==> config.mk <==
export PLATFORM = sky130hd
export DESIGN_NAME = bcd_digit_multiplexer
export DESIGN_NICKNAME = d
export VERILOG_FILES = /design/src/hw/rtl/bdm_pkg.sv /design/src/hw/rtl/bcd_digit_multiplexer.sv /design/src/hw/rtl/bdm_dabble.sv
export SDC_FILE = /design/constraint.sdc
export NUM_CORES = 1
export LEC_CHECK = 0
export BUFFER_PORTS_ARGS = -buffer_cell sky130_fd_sc_hd__buf_4
export CAP_MARGIN = 25
export CORE_ASPECT_RATIO = 0.5
export CORE_MARGIN = 1
export CORE_UTILIZATION = 55
export CTS_CLUSTER_SIZE = 25
export DETAILED_ROUTE_END_ITERATION = 8
export HOLD_SLACK_MARGIN = 0.05
export PLACE_DENSITY = 0.8
export SLEW_MARGIN = 20
export SYNTH_ARGS = -nofsm -noshare
export SYNTH_HDL_FRONTEND = slang
export SYNTH_SLANG_ARGS = --single-unit
==> constraint.sdc <==
create_clock -name clock -period 2.01 [get_ports clock]
set_input_delay 0.201 -clock clock [delete_from_list [all_inputs] [get_ports clock]]
set_output_delay 0.201 -clock clock [all_outputs]
set_load 0.03 [all_outputs]
==> src/hw/rtl/bdm_pkg.sv <==
// ----------------------------------------------------------------------------
// bdm_pkg
// Shared constants and types for the BCD digit multiplexer.
// ----------------------------------------------------------------------------
`default_nettype none

package bdm_pkg;

   localparam int NUM_DIGITS = 4;

   function automatic int unsigned pow10(input int n);
      int unsigned p;
      p = 1;
      for (int i = 0; i < n; i++) begin
         p = p * 10;
      end
      return p;
   endfunction

   // largest value shown, all nines
   localparam int unsigned SAT_BOUND = pow10(NUM_DIGITS) - 1;
   localparam int SAT_WIDTH = $clog2(SAT_BOUND + 1);
   localparam int BCD_WIDTH = NUM_DIGITS * 4;
   localparam int BIT_CNT_WIDTH = $clog2(SAT_WIDTH + 1);
   localparam int DIG_CNT_WIDTH = (NUM_DIGITS > 1) ? $clog2(NUM_DIGITS) : 1;

   typedef enum logic [1:0] {
      ST_IDLE,
      ST_CONVERT,
      ST_EMIT
   } state_type;

   typedef struct packed {
      logic load;
      logic dabble;
      logic digit_shift;
   } conv_ctrl_type;

   typedef struct packed {
      logic [3:0] low_digit;
      logic       rest_zero;
   } conv_stat_type;

endpackage

`default_nettype wire

==> src/hw/rtl/bcd_digit_multiplexer.sv <==
// ----------------------------------------------------------------------------
// bcd_digit_multiplexer
// Saturates a binary number to all nines, converts it to BCD and emits one
// item per significant digit, least significant first.
// ----------------------------------------------------------------------------
// channel   ports                                         handshake
// request   req_value_in                                  start & !busy
// response  rsp_digit_select, rsp_bcd_value, rsp_last_digit  rsp_valid strobe
//
// An item runs through one load, one shift-add-3 step per binary bit in
// bdm_dabble, then the emission of each significant digit. busy stays high
// until the last digit is out. Synchronous reset returns the sequencer to
// idle. Results are strobed for one cycle each and cannot be stalled.
// ----------------------------------------------------------------------------
`default_nettype none

module bcd_digit_multiplexer
   import bdm_pkg::*;
(
   input  wire logic        clock,
   input  wire logic        reset,
   input  wire logic        start,
   output logic             busy,
   input  wire logic [31:0] req_value_in,
   output logic             rsp_valid,
   output logic [1:0]       rsp_digit_select,
   output logic [3:0]       rsp_bcd_value,
   output logic             rsp_last_digit
);

   state_type                state_ff, state_in;
   logic [BIT_CNT_WIDTH-1:0] bit_cnt_ff, bit_cnt_in;
   logic [DIG_CNT_WIDTH-1:0] dig_cnt_ff, dig_cnt_in;
   logic [SAT_WIDTH-1:0]     sat_value;
   logic                     accept;
   logic                     last;
   conv_ctrl_type            ctrl;
   conv_stat_type            stat;

   assign accept = start && (state_ff == ST_IDLE);
   assign sat_value = (req_value_in > 32'(SAT_BOUND)) ? SAT_WIDTH'(SAT_BOUND)
                                                      : req_value_in[SAT_WIDTH-1:0];
   assign last = stat.rest_zero || (dig_cnt_ff == DIG_CNT_WIDTH'(NUM_DIGITS - 1));

   bdm_dabble u_dabble (
      .clock      (clock),
      .ctrl       (ctrl),
      .load_value (sat_value),
      .stat       (stat)
   );

   // next state
   always_comb begin
      state_in = state_ff;
      case (state_ff)
         ST_IDLE: begin
            if (start) state_in = ST_CONVERT;
         end
         ST_CONVERT: begin
            if (bit_cnt_ff == BIT_CNT_WIDTH'(1)) state_in = ST_EMIT;
         end
         ST_EMIT: begin
            if (last) state_in = ST_IDLE;
         end
         default: state_in = ST_IDLE;
      endcase
   end

   // outputs and counters
   always_comb begin
      ctrl       = '0;
      bit_cnt_in = bit_cnt_ff;
      dig_cnt_in = dig_cnt_ff;
      busy       = 1'b1;
      rsp_valid  = 1'b0;
      case (state_ff)
         ST_IDLE: begin
            busy       = 1'b0;
            ctrl.load  = accept;
            bit_cnt_in = BIT_CNT_WIDTH'(SAT_WIDTH);
            dig_cnt_in = '0;
         end
         ST_CONVERT: begin
            ctrl.dabble = 1'b1;
            bit_cnt_in  = bit_cnt_ff - BIT_CNT_WIDTH'(1);
         end
         ST_EMIT: begin
            rsp_valid        = 1'b1;
            ctrl.digit_shift = 1'b1;
            dig_cnt_in       = dig_cnt_ff + DIG_CNT_WIDTH'(1);
         end
         default: busy = 1'b1;
      endcase
   end

   always_ff @(posedge clock) begin
      if (reset) begin
         state_ff   <= ST_IDLE;
         bit_cnt_ff <= '0;
         dig_cnt_ff <= '0;
      end else begin
         state_ff   <= state_in;
         bit_cnt_ff <= bit_cnt_in;
         dig_cnt_ff <= dig_cnt_in;
      end
   end

   assign rsp_digit_select = 2'(dig_cnt_ff);
   assign rsp_bcd_value    = stat.low_digit;
   assign rsp_last_digit   = last;

`ifndef SYNTHESIS
   a_busy_after_accept: assert property (@(posedge clock) disable iff (reset)
      (start && !busy) |=> (busy && !rsp_valid))
      else $error("busy not raised after item accepted");

   a_digit_range: assert property (@(posedge clock) disable iff (reset)
      rsp_valid |-> (rsp_bcd_value <= 4'd9))
      else $error("digit out of BCD range");

   a_first_digit_pos: assert property (@(posedge clock) disable iff (reset)
      (rsp_valid && !$past(rsp_valid)) |-> (dig_cnt_ff == '0))
      else $error("run does not start at position zero");

   a_idle_after_last: assert property (@(posedge clock) disable iff (reset)
      (rsp_valid && rsp_last_digit) |=> (!busy && !rsp_valid))
      else $error("sequencer not idle after last digit");
`endif

endmodule

`default_nettype wire

==> src/hw/rtl/bdm_dabble.sv <==
// ----------------------------------------------------------------------------
// bdm_dabble
// Bit-serial shift-and-add-3 binary to BCD converter with digit shift-out.
// ----------------------------------------------------------------------------
`default_nettype none

module bdm_dabble
   import bdm_pkg::*;
(
   input  wire logic                 clock,
   input  wire conv_ctrl_type        ctrl,
   input  wire logic [SAT_WIDTH-1:0] load_value,
   output conv_stat_type             stat
);

   logic [SAT_WIDTH-1:0] bin_ff, bin_in;
   logic [BCD_WIDTH-1:0] bcd_ff, bcd_in;
   logic [BCD_WIDTH-1:0] bcd_adj;

   always_comb begin
      for (int d = 0; d < NUM_DIGITS; d++) begin
         if (bcd_ff[d*4 +: 4] >= 4'd5) begin
            bcd_adj[d*4 +: 4] = bcd_ff[d*4 +: 4] + 4'd3;
         end else begin
            bcd_adj[d*4 +: 4] = bcd_ff[d*4 +: 4];
         end
      end
   end

   always_comb begin
      bin_in = bin_ff;
      bcd_in = bcd_ff;
      if (ctrl.load) begin
         bin_in = load_value;
         bcd_in = '0;
      end else if (ctrl.dabble) begin
         bin_in = {bin_ff[SAT_WIDTH-2:0], 1'b0};
         bcd_in = {bcd_adj[BCD_WIDTH-2:0], bin_ff[SAT_WIDTH-1]};
      end else if (ctrl.digit_shift) begin
         bcd_in = bcd_ff >> 4;
      end
   end

   always_ff @(posedge clock) begin
      bin_ff <= bin_in;
      bcd_ff <= bcd_in;
   end

   assign stat.low_digit = bcd_ff[3:0];
   assign stat.rest_zero = ((bcd_ff >> 4) == '0);

endmodule

`default_nettype wire

# After elaboration in Yosys (flattened, before gate mapping)
# Cells that the tools add are included.
# word_totals
regBits	38
out_inout_bits	9
word_cells	51
# classes
add_sub_neg	6
magnitude_cmp	5
n_eq_ne	7
n_mux	19
n_reduce_logical	9
# op_table
cell	n
14-bit two-way mux	3
32-bit by 14-bit greater-than comparator with 1-bit output (second input constant)	1
16-bit two-way mux	2
4-bit by 3-bit >= comparator with 1-bit output (second input constant)	4
16-bit zero test	1
4-bit by 2-bit adder with 4-bit output (second input constant)	3
4-bit two-way mux	3
4-bit one-hot mux with 2 select lines	1
2-bit nonzero test	4
2-bit two-way mux	3
2-bit != test (second input constant)	3
2-bit one-hot mux with 3 select lines	1
2-bit == test (second input constant)	2
4-bit by 1-bit == test with 1-bit output (second input constant)	1
1-bit two-way mux	4
2-bit one-hot mux with 2 select lines	1
4-bit by 1-bit subtractor with 4-bit output (second input constant)	1
3-bit by 2-bit adder with 3-bit output (second input constant)	1
3-bit two-way mux	1
3-bit AND reduction	1
2-bit by 1-bit adder with 2-bit output (second input constant)	1
2-bit by 1-bit == test with 1-bit output (second input constant)	1
2-bit zero test	1
1-bit logical AND	1
1-bit logical OR	1

# Depth between registers and ports, before layout
# Gate-level depths: netlist of the first run.
# depth
depth_word	4
ltp_mapped	7

# By module
# A second synthesis of the first run with hierarchy kept.
# unflattened
cells_unflattened	231
hier_area_um2	2289.7
# by_module_without_submodules
module	n_inst	cells_per_inst	area_each_um2	seq_area_each_um2
bdm_dabble	1	159	1689.1	740.7
bcd_digit_multiplexer	1	72	600.6	160.2

# Worst setup path before layout of the first run
# Ideal clock, no wire load.
# synth_path
path_type	register to register
from	register u_dabble.bcd_ff[8]
to	register state_ff[1]
setup_time_ns	0.124
arrival_ns	1.646
t_required_ns	1.886
slack_ns	0.240
stages_incl_launch_ff	8
synth_period_minus_slack_ns	1.770
cell_sequence	dfxtp_1 -> inv_1 -> ha_1 -> nor4b_1 -> a41o_1 -> o221a_2 -> mux2i_1 -> nor2_1
# synth_between
elab_chain_cells	4
# synth_lines
item	line_no	text
start, declared	bdm_dabble.sv:17	logic [BCD_WIDTH-1:0] bcd_ff, bcd_in;
start signal, assigned	bdm_dabble.sv:46	bcd_ff <= bcd_in;
16-bit zero test	bdm_dabble.sv:50	assign stat.rest_zero = ((bcd_ff >> 4) == '0);
1-bit logical OR	bcd_digit_multiplexer.sv:43	assign last = stat.rest_zero || (dig_cnt_ff == DIG_CNT_WIDTH'(NUM_DIGITS - 1));
net rsp_last_digit	bcd_digit_multiplexer.sv:28	output logic rsp_last_digit
2-bit != test (no line)	n/a	
3-bit AND reduction (no line)	n/a	
end signal, assigned	bcd_digit_multiplexer.sv:102	state_ff <= state_in;
end, declared	bcd_digit_multiplexer.sv:31	state_type state_ff, state_in;
# The timed path passes the listed nets, and every way through them passes these cells.
# A chain may end at the register's enable or synchronous reset.

# Worst setup path in the final report of the first run
# layout_path
from	register u_dabble.bcd_ff[8]
to	output rsp_last_digit
# layout_between
elab_chain_cells	2
# layout_lines
item	line_no
16-bit zero test	bdm_dabble.sv:50
1-bit logical OR	bcd_digit_multiplexer.sv:43
end, declared	bcd_digit_multiplexer.sv:28
# No other way between the ends.

==> flow_summary.ini, run 1 <==
[status]
status = finished, final reports clean

[critical_path]
cp_max_fo = 6
r2r_cells = 7
reg2reg_from = u_dabble.bcd_ff[8]
crit_required_ns = 1.81
startpoint_type = register
r2r_slack_ns = 0.22
crit_arrival_ns = 1.66
r2r-end = state_ff[0]
cp-end-kind = output pin
critPathKind = register to output pin

[power_and_ir_drop]
leakage_nw = 1.14
power.total_mw = 3.95
power_density_mw_per_mm2 = 1460
vdd_drop_max_mv = 0.600

[timing]
tns_ns = 0
hold_viol = 0
fin_crit_sh_pct = 92.8
max_freq_mhz = 536
grt_setup_unrepaired = no
slew_viol_final = 0
skew_ns = 0.00433
worst_slack_ns = 0.144
setup_viol = 0
slew-limit-headroom_pct = 65.3
fin_crit_ns = 1.87
tightest_slew_ns = 0.516

[die]
io_pins = 44
die_y_um = 47.2
dieArea_sq_mm = 0.00435
die-width_um = 92.3
core_sq_mm = 0.00366
start_util_pct = 61.3
rows = 15

[cells_and_area]
nets = 349
seqCellArea_sq_um = 901
drive_gt1_share_pct = 24.1
diodes = 0
syn_to_final_growth_pct = 20.5
n_fill_cell = 292
multiInputGateArea_sq_mm = 0.00119
final_util_pct = 73.8

[cts]
htree_levels = 2
cts_tree = built
cts_buffers = 5
cts_setup_buffers = 0
clock_sinks = 38
cts_hold_buf = 0
root_buffer = clkbuf_8
clock_latency_ns = 0.28
clock_path_buffers = 2
clk_pin_slew_ns = 0.07

[place]
io_buffers = 43
dp_hpwl_mm = 3.57
pre_cts_ws_ns = 0.175
gp_congestion = 0.819

[grt]
met1_usage_pct = 28.4
use_met3_pct = 5.50
grt_busiest_layer = met2
grtUsageTotal_pct = 23.2
grt_max_degree = 22
grt_pass1_wl_mm = 7.64
gr-total-overflow = 0
grt_pass1_vias = 1746
grt_antenna_before_repair = 0
met2_usage_pct = 43.7

[synthesis]
synthTopCellsByArea = dfxtp_1, edfxtp_1, ha_1, mux2i_1, nand2_1
syn_avg_cell_area_sq_um = 8.76
syn_inst = 256
synth_largest_area_cell = dfxtp_1
ys_types = 40
synth_seq_area_share_pct = 40.2
ys_ff_latch = 38
yosysWarnings = 0
synth_top_area_share_pct = 21.4
synth_area_sq_mm = 0.00224
synth_fp_nets = 307

[min_path]
hp-class = input port to register
holdPathEnd = state_ff[1]
hold_path_startpoint = reset
hold_depth = 2

[flow_run]
max_cap_violations = 0

[drt]
ant_nets = 0
routed-via-count = 1983
post_drt_wl_per_cell_um = 13.8
drt-total-wl_mm = 4.84
drt_first_pass_iters = 4
first_iter_violations = 159
via_per_inst = 5.67
drc = 0
## timing repair
item | 4_1_cts | 5_1_grt
setup endpoints to repair | 0 | 1
endpoints found under the hold margin | 0 | 0
resized for setup | 0 | 1
## how the worst max path moves through the flow
stage | from | end | slack [ns] | depth (start not counted)
floorplan | u_dabble.bcd_ff[8] | state_ff[1] | 0.24 | 7
global placement | req_value_in[6] | u_dabble.bin_ff[1] | 0.15 | 6
detailed placement | req_value_in[26] | u_dabble.bin_ff[1] | 0.17 | 6
global route | u_dabble.bcd_ff[8] | rsp_last_digit | 0.05 | 5
CTS | u_dabble.bcd_ff[8] | rsp_last_digit | 0.04 | 5
finish | u_dabble.bcd_ff[8] | rsp_last_digit | 0.14 | 5
## power breakdown
group / leakage, nW / switching [mW] / internal, mW
combinational: 0.762 / 1.23 / 0.822
sequential: 0.335 / 0.198 / 1.17
clock: 0.0455 / 0.255 / 0.280
## metal layers
layer	share of wire [%]	vias up
li1	-	978
met1	47	935
met2	47	68
met3	5.7	2
met4	0.31	0
met5	0	-
## synthesized netlist by cell type (all sizes together)
cell / number
o221a: 1
nand2: 29
inv: 20
and2: 3
o21ba: 1
dfxtp: 24
and3: 1
nor3: 6
o22ai: 1
o211ai: 1
o32ai: 1
o31ai: 6
nand2b: 6
mux2i: 12
a2111o: 1
xnor2: 4
ha: 16
nor2: 24
a31o: 2
a22oi: 3
nor3b: 1
or4: 1
a211oi: 2
a41o: 1
a21oi: 16
o21a: 1
nor4: 5
nand3: 8
a31oi: 1
o21ai: 24
clkbuf: 10
edfxtp: 14
buf: 6
nor4b: 1
nand4: 1
a311oi: 2
## state kept, by name (all words and copies together), names as in the netlist
signal	count
state_ff	2
rsp_digit_select	2
u_dabble.bin_ff	14
bit_cnt_ff	4
u_dabble.bcd_ff	16
## layout by cell type (no fill, tap or decap), drive strengths merged
cell	count
inv	20
o21a	1
o31ai	6
edfxtp	14
nand2	29
a31o	2
a2111o	1
nand2b	6
ha	16
nor4	5
o211ai	1
o21ai	24
a21oi	16
o32ai	1
clkbuf	8
and3	1
a311oi	2
nand3	8
nor4b	1
xnor2	4
dfxtp	24
or4	1
and2	3
buf	51
nor3b	1
nor2	24
a22oi	3
nand4	1
o221a	1
nor3	6
a211oi	2
mux2i	12
o22ai	1
a41o	1
a31oi	1
o21ba	1
## logic make-up (layout without fill, tap and decap cells)
logic type      count (synthesis)  count (layout)  share of synthesized area [%]
xor+xnor                        4               4                           1.56
flops                          38              38                           40.2
buf+inv                        36              79                           7.03
mux                            12              12                           5.36
compound gates                 64              64                           19.0
fa+ha+maj                      16              16                           8.93
simple gates                   86              86                           17.9
## critical path, stage by stage, from the launching register on
cell	delay, ns
dfxtp_1	0.45
inv_1	0.12
ha_1	0.21
nor4b_2	0.16
a41o_1	0.27
buf_4	0.18
## through the flow
| step | cell area (sq um) | cells | hold slack, ns |
|---|---|---|---|
| after floorplan | 2240 | 256 | 0.391 |
| final | 2700 | 350 | 0.145 |
| after global placement | 2610 | 342 | 0.434 |
| after detailed placement | 2610 | 342 | 0.443 |
| after global routing | 2700 | 350 | 0.136 |
| after CTS | 2700 | 350 | 0.141 |
## final cells by class
| cell class | instances | area share, % |
|---|---|---|
| Clock buffer | 8 | 3.33 |
| Inverter | 20 | 2.78 |
| Multi-Input combinational cell | 182 | 44.0 |
| Sequential cell | 38 | 33.3 |
| Tap cell | 51 | 2.36 |
| Timing Repair Buffer | 51 | 14.2 |
(Power assumes the default switching activity.)
==> run 2, diff against run 1 <==
--- a/config.mk
+++ b/config.mk
@@ -5,6 +5,7 @@
 export SDC_FILE = /design/constraint.sdc
 export NUM_CORES = 1
 export LEC_CHECK = 0
+export ABC_AREA = 1
 export BUFFER_PORTS_ARGS = -buffer_cell sky130_fd_sc_hd__buf_4
 export CAP_MARGIN = 25
 export CORE_ASPECT_RATIO = 0.5
@@ -13,7 +14,7 @@
 export CTS_CLUSTER_SIZE = 25
 export DETAILED_ROUTE_END_ITERATION = 8
 export HOLD_SLACK_MARGIN = 0.05
-export PLACE_DENSITY = 0.8
+export PLACE_DENSITY = 0.79
 export SLEW_MARGIN = 20
 export SYNTH_ARGS = -nofsm -noshare
 export SYNTH_HDL_FRONTEND = slang
==> flow_summary.ini, run 2 <==
[status]
status = finished, final reports clean

[synthesis]
synth_commonest_cells = nand2_1, inv_1, a21oi_1
yosysWarnings = 0
synth_edf_count = 14
ys_ff_latch = 38
async_flop_share_pct = 0
yosys_most_used_dff = dfxtp_1
synth_largest_area_cell = dfxtp_1
synthTopCellsByArea = dfxtp_1, edfxtp_1, nand2_1, ha_1, a21oi_1
synth_area_sq_mm = 0.00234
yosysMostFrequentCell = nand2_1
synth_seq_area_share_pct = 38.4
synth_top_area_share_pct = 20.5
syn_inst = 317
ys_types = 29
synth_fp_nets = 368
syn_avg_cell_area_sq_um = 7.40

[die]
die_y_um = 48.2
start_util_pct = 58.9
rows = 16
die-width_um = 94.3
io_pins = 44
dieArea_sq_mm = 0.00454
core_sq_mm = 0.00398

[timing]
hold_viol = 0
fin_crit_sh_pct = 89.3
max_freq_mhz = 557
setup_viol = 0
tightest_slew_ns = 0.553
slew-limit-headroom_pct = 63.0
grt_setup_unrepaired = no
slew_viol_final = 0
skew_ns = 0.00309
worst_slack_ns = 0.215
tns_ns = 0
fin_crit_ns = 1.80

[cts]
clock_sinks = 38
clock_latency_ns = 0.28
clock_path_buffers = 2
cts_resized = 0
cts_setup_buffers = 0
cts_hold_buf = 0
cts_buffers = 5
clk_pin_slew_ns = 0.07
root_buffer = clkbuf_8
cts_tree = built
htree_levels = 2

[grt]
grt_antenna_before_repair = 0
grt_pass1_vias = 1829
grtUsageTotal_pct = 22.2
grt_max_degree = 21
grt_pass1_wl_mm = 7.67
gr-total-overflow = 0

[power_and_ir_drop]
power_density_mw_per_mm2 = 1460
p_comb_share_pct = 53.1
p_switching_mw = 1.83
seqPwrFrac_pct = 34.7
power.total_mw = 4.05
switching_share_pct = 45.2
p_int_mw = 2.22
p_clk_share_pct = 12.3
vdd_drop_max_mv = 0.503
leakage_nw = 1.31

[drt]
first_iter_violations = 86
drc = 0
drt_first_pass_iters = 4
via_per_inst = 5.15
ant_nets = 0
routed-via-count = 2126
drt-total-wl_mm = 4.75
post_drt_wl_per_cell_um = 11.5

[critical_path]
crit_start = state_ff[0]
cp-end-kind = register
crit_arrival_ns = 1.84
path_delay_family = simple AND/OR/NAND/NOR gates
cp_max_fo = 18
path_buf_inv = 3
reg2reg_from = state_ff[0]
crit_chain = inv_1 > ha_1 > nand2_2 > inv_2 > or2_2 > nand2_1 > inv_1
critPathKind = register to register
slowest_stage = dfxtp_1
path_common_cell = inv_1
cpPeakStageDelay_ns = 0.36
crit_required_ns = 2.05
startpoint_type = register

[cells_and_area]
final_common_cell = nand2_1
final_cell_mix = nand2_1, buf_4, inv_1
regMostFlops = u_dabble.bcd_ff
syn_to_final_growth_pct = 18.4
nets = 409
drive_gt1_share_pct = 20.6
diodes = 0
final_util_pct = 69.7
largest_reg_flops = 16
reg_top3 = u_dabble.bcd_ff x16, u_dabble.bin_ff x14, bit_cnt_ff x4
finalInstanceArea_sq_mm = 0.00278

[min_path]
hold_path_startpoint = reset
hp-class = input port to register

[place]
place_area_sq_mm = 0.00269
io_buffers = 43
dp_hpwl_mm = 3.65
pre_cts_ws_ns = 0.245
gp_congestion = 0.855

[flow_run]
max_cap_violations = 0
run 2: cell count changes in the layout (fill, tap and decap cells not counted), sizes merged, moves of 7 or more:
cell,previous run,this run
nand2,29,67
inv,20,43
a21oi,16,33
nand3,8,21
mux2i,12,0
nor2,24,32
o21ai,24,32
or2,0,7
run 2: layer usage:
layer  share of wire [%]  track usage, %  wire length, um  vias up
met5                   0               0                0        -
met4                0.34            5.23               16        0
met3                 5.9            4.21              281        3
met2                  44            38.8             2100       66
met1                  49            29.7             2350      946
li1                    -               -                -     1111
run 2: logic make-up after synthesis:
group / synth area share (%)
DFF: 38.4
adders and majority gates: 8.54
and+or+nand+nor: 25.1
xor gates and xnor gates: 1.49
buffers and inverters: 9.66
AOI/OAI and AO/OA: 16.8
run 2: stage by stage:
step                hold slack, ns  cells
detailed placement           0.409    405
global placement             0.403    405
CTS                          0.106    413
global route                 0.121    413
floorplan                    0.270    317
finish                       0.115    413
run 2: power by group through the flow:
stage | clock network, mW | registers, mW | logic, mW
5_1_grt | 0.533 | 1.44 | 2.46
6_report | 0.497 | 1.40 | 2.15
2_1_floorplan | 0 | 1.36 | 1.68
4_1_cts | 0.505 | 1.40 | 2.15
3_3_place_gp | 0 | 1.41 | 2.06
3_5_place_dp | 0 | 1.41 | 2.14
run 2: cell type report:
| type | count | area (sq um) |
|---|---|---|
| repair buffers | 46 | 345 |
| multi-input cells | 224 | 1220 |
| fillers | 344 | 1210 |
| clock buffers | 6 | 72.6 |
| inverters | 43 | 161 |
| flip-flops and latches | 38 | 901 |
| well taps | 54 | 67.6 |
| clock inverters | 2 | 10.0 |
run 2: worst paths after layout:
| path | end | slack (ns) | depth (start not counted) |
|---|---|---|---|
| max | u_dabble.bin_ff[9] | 0.21 | 7 |
| min | bit_cnt_ff[2] | 0.11 | 2 |
| max reg2reg | u_dabble.bin_ff[9] | 0.21 | 7 |
| min reg2reg | rsp_digit_select[0] | 0.49 | 1 |
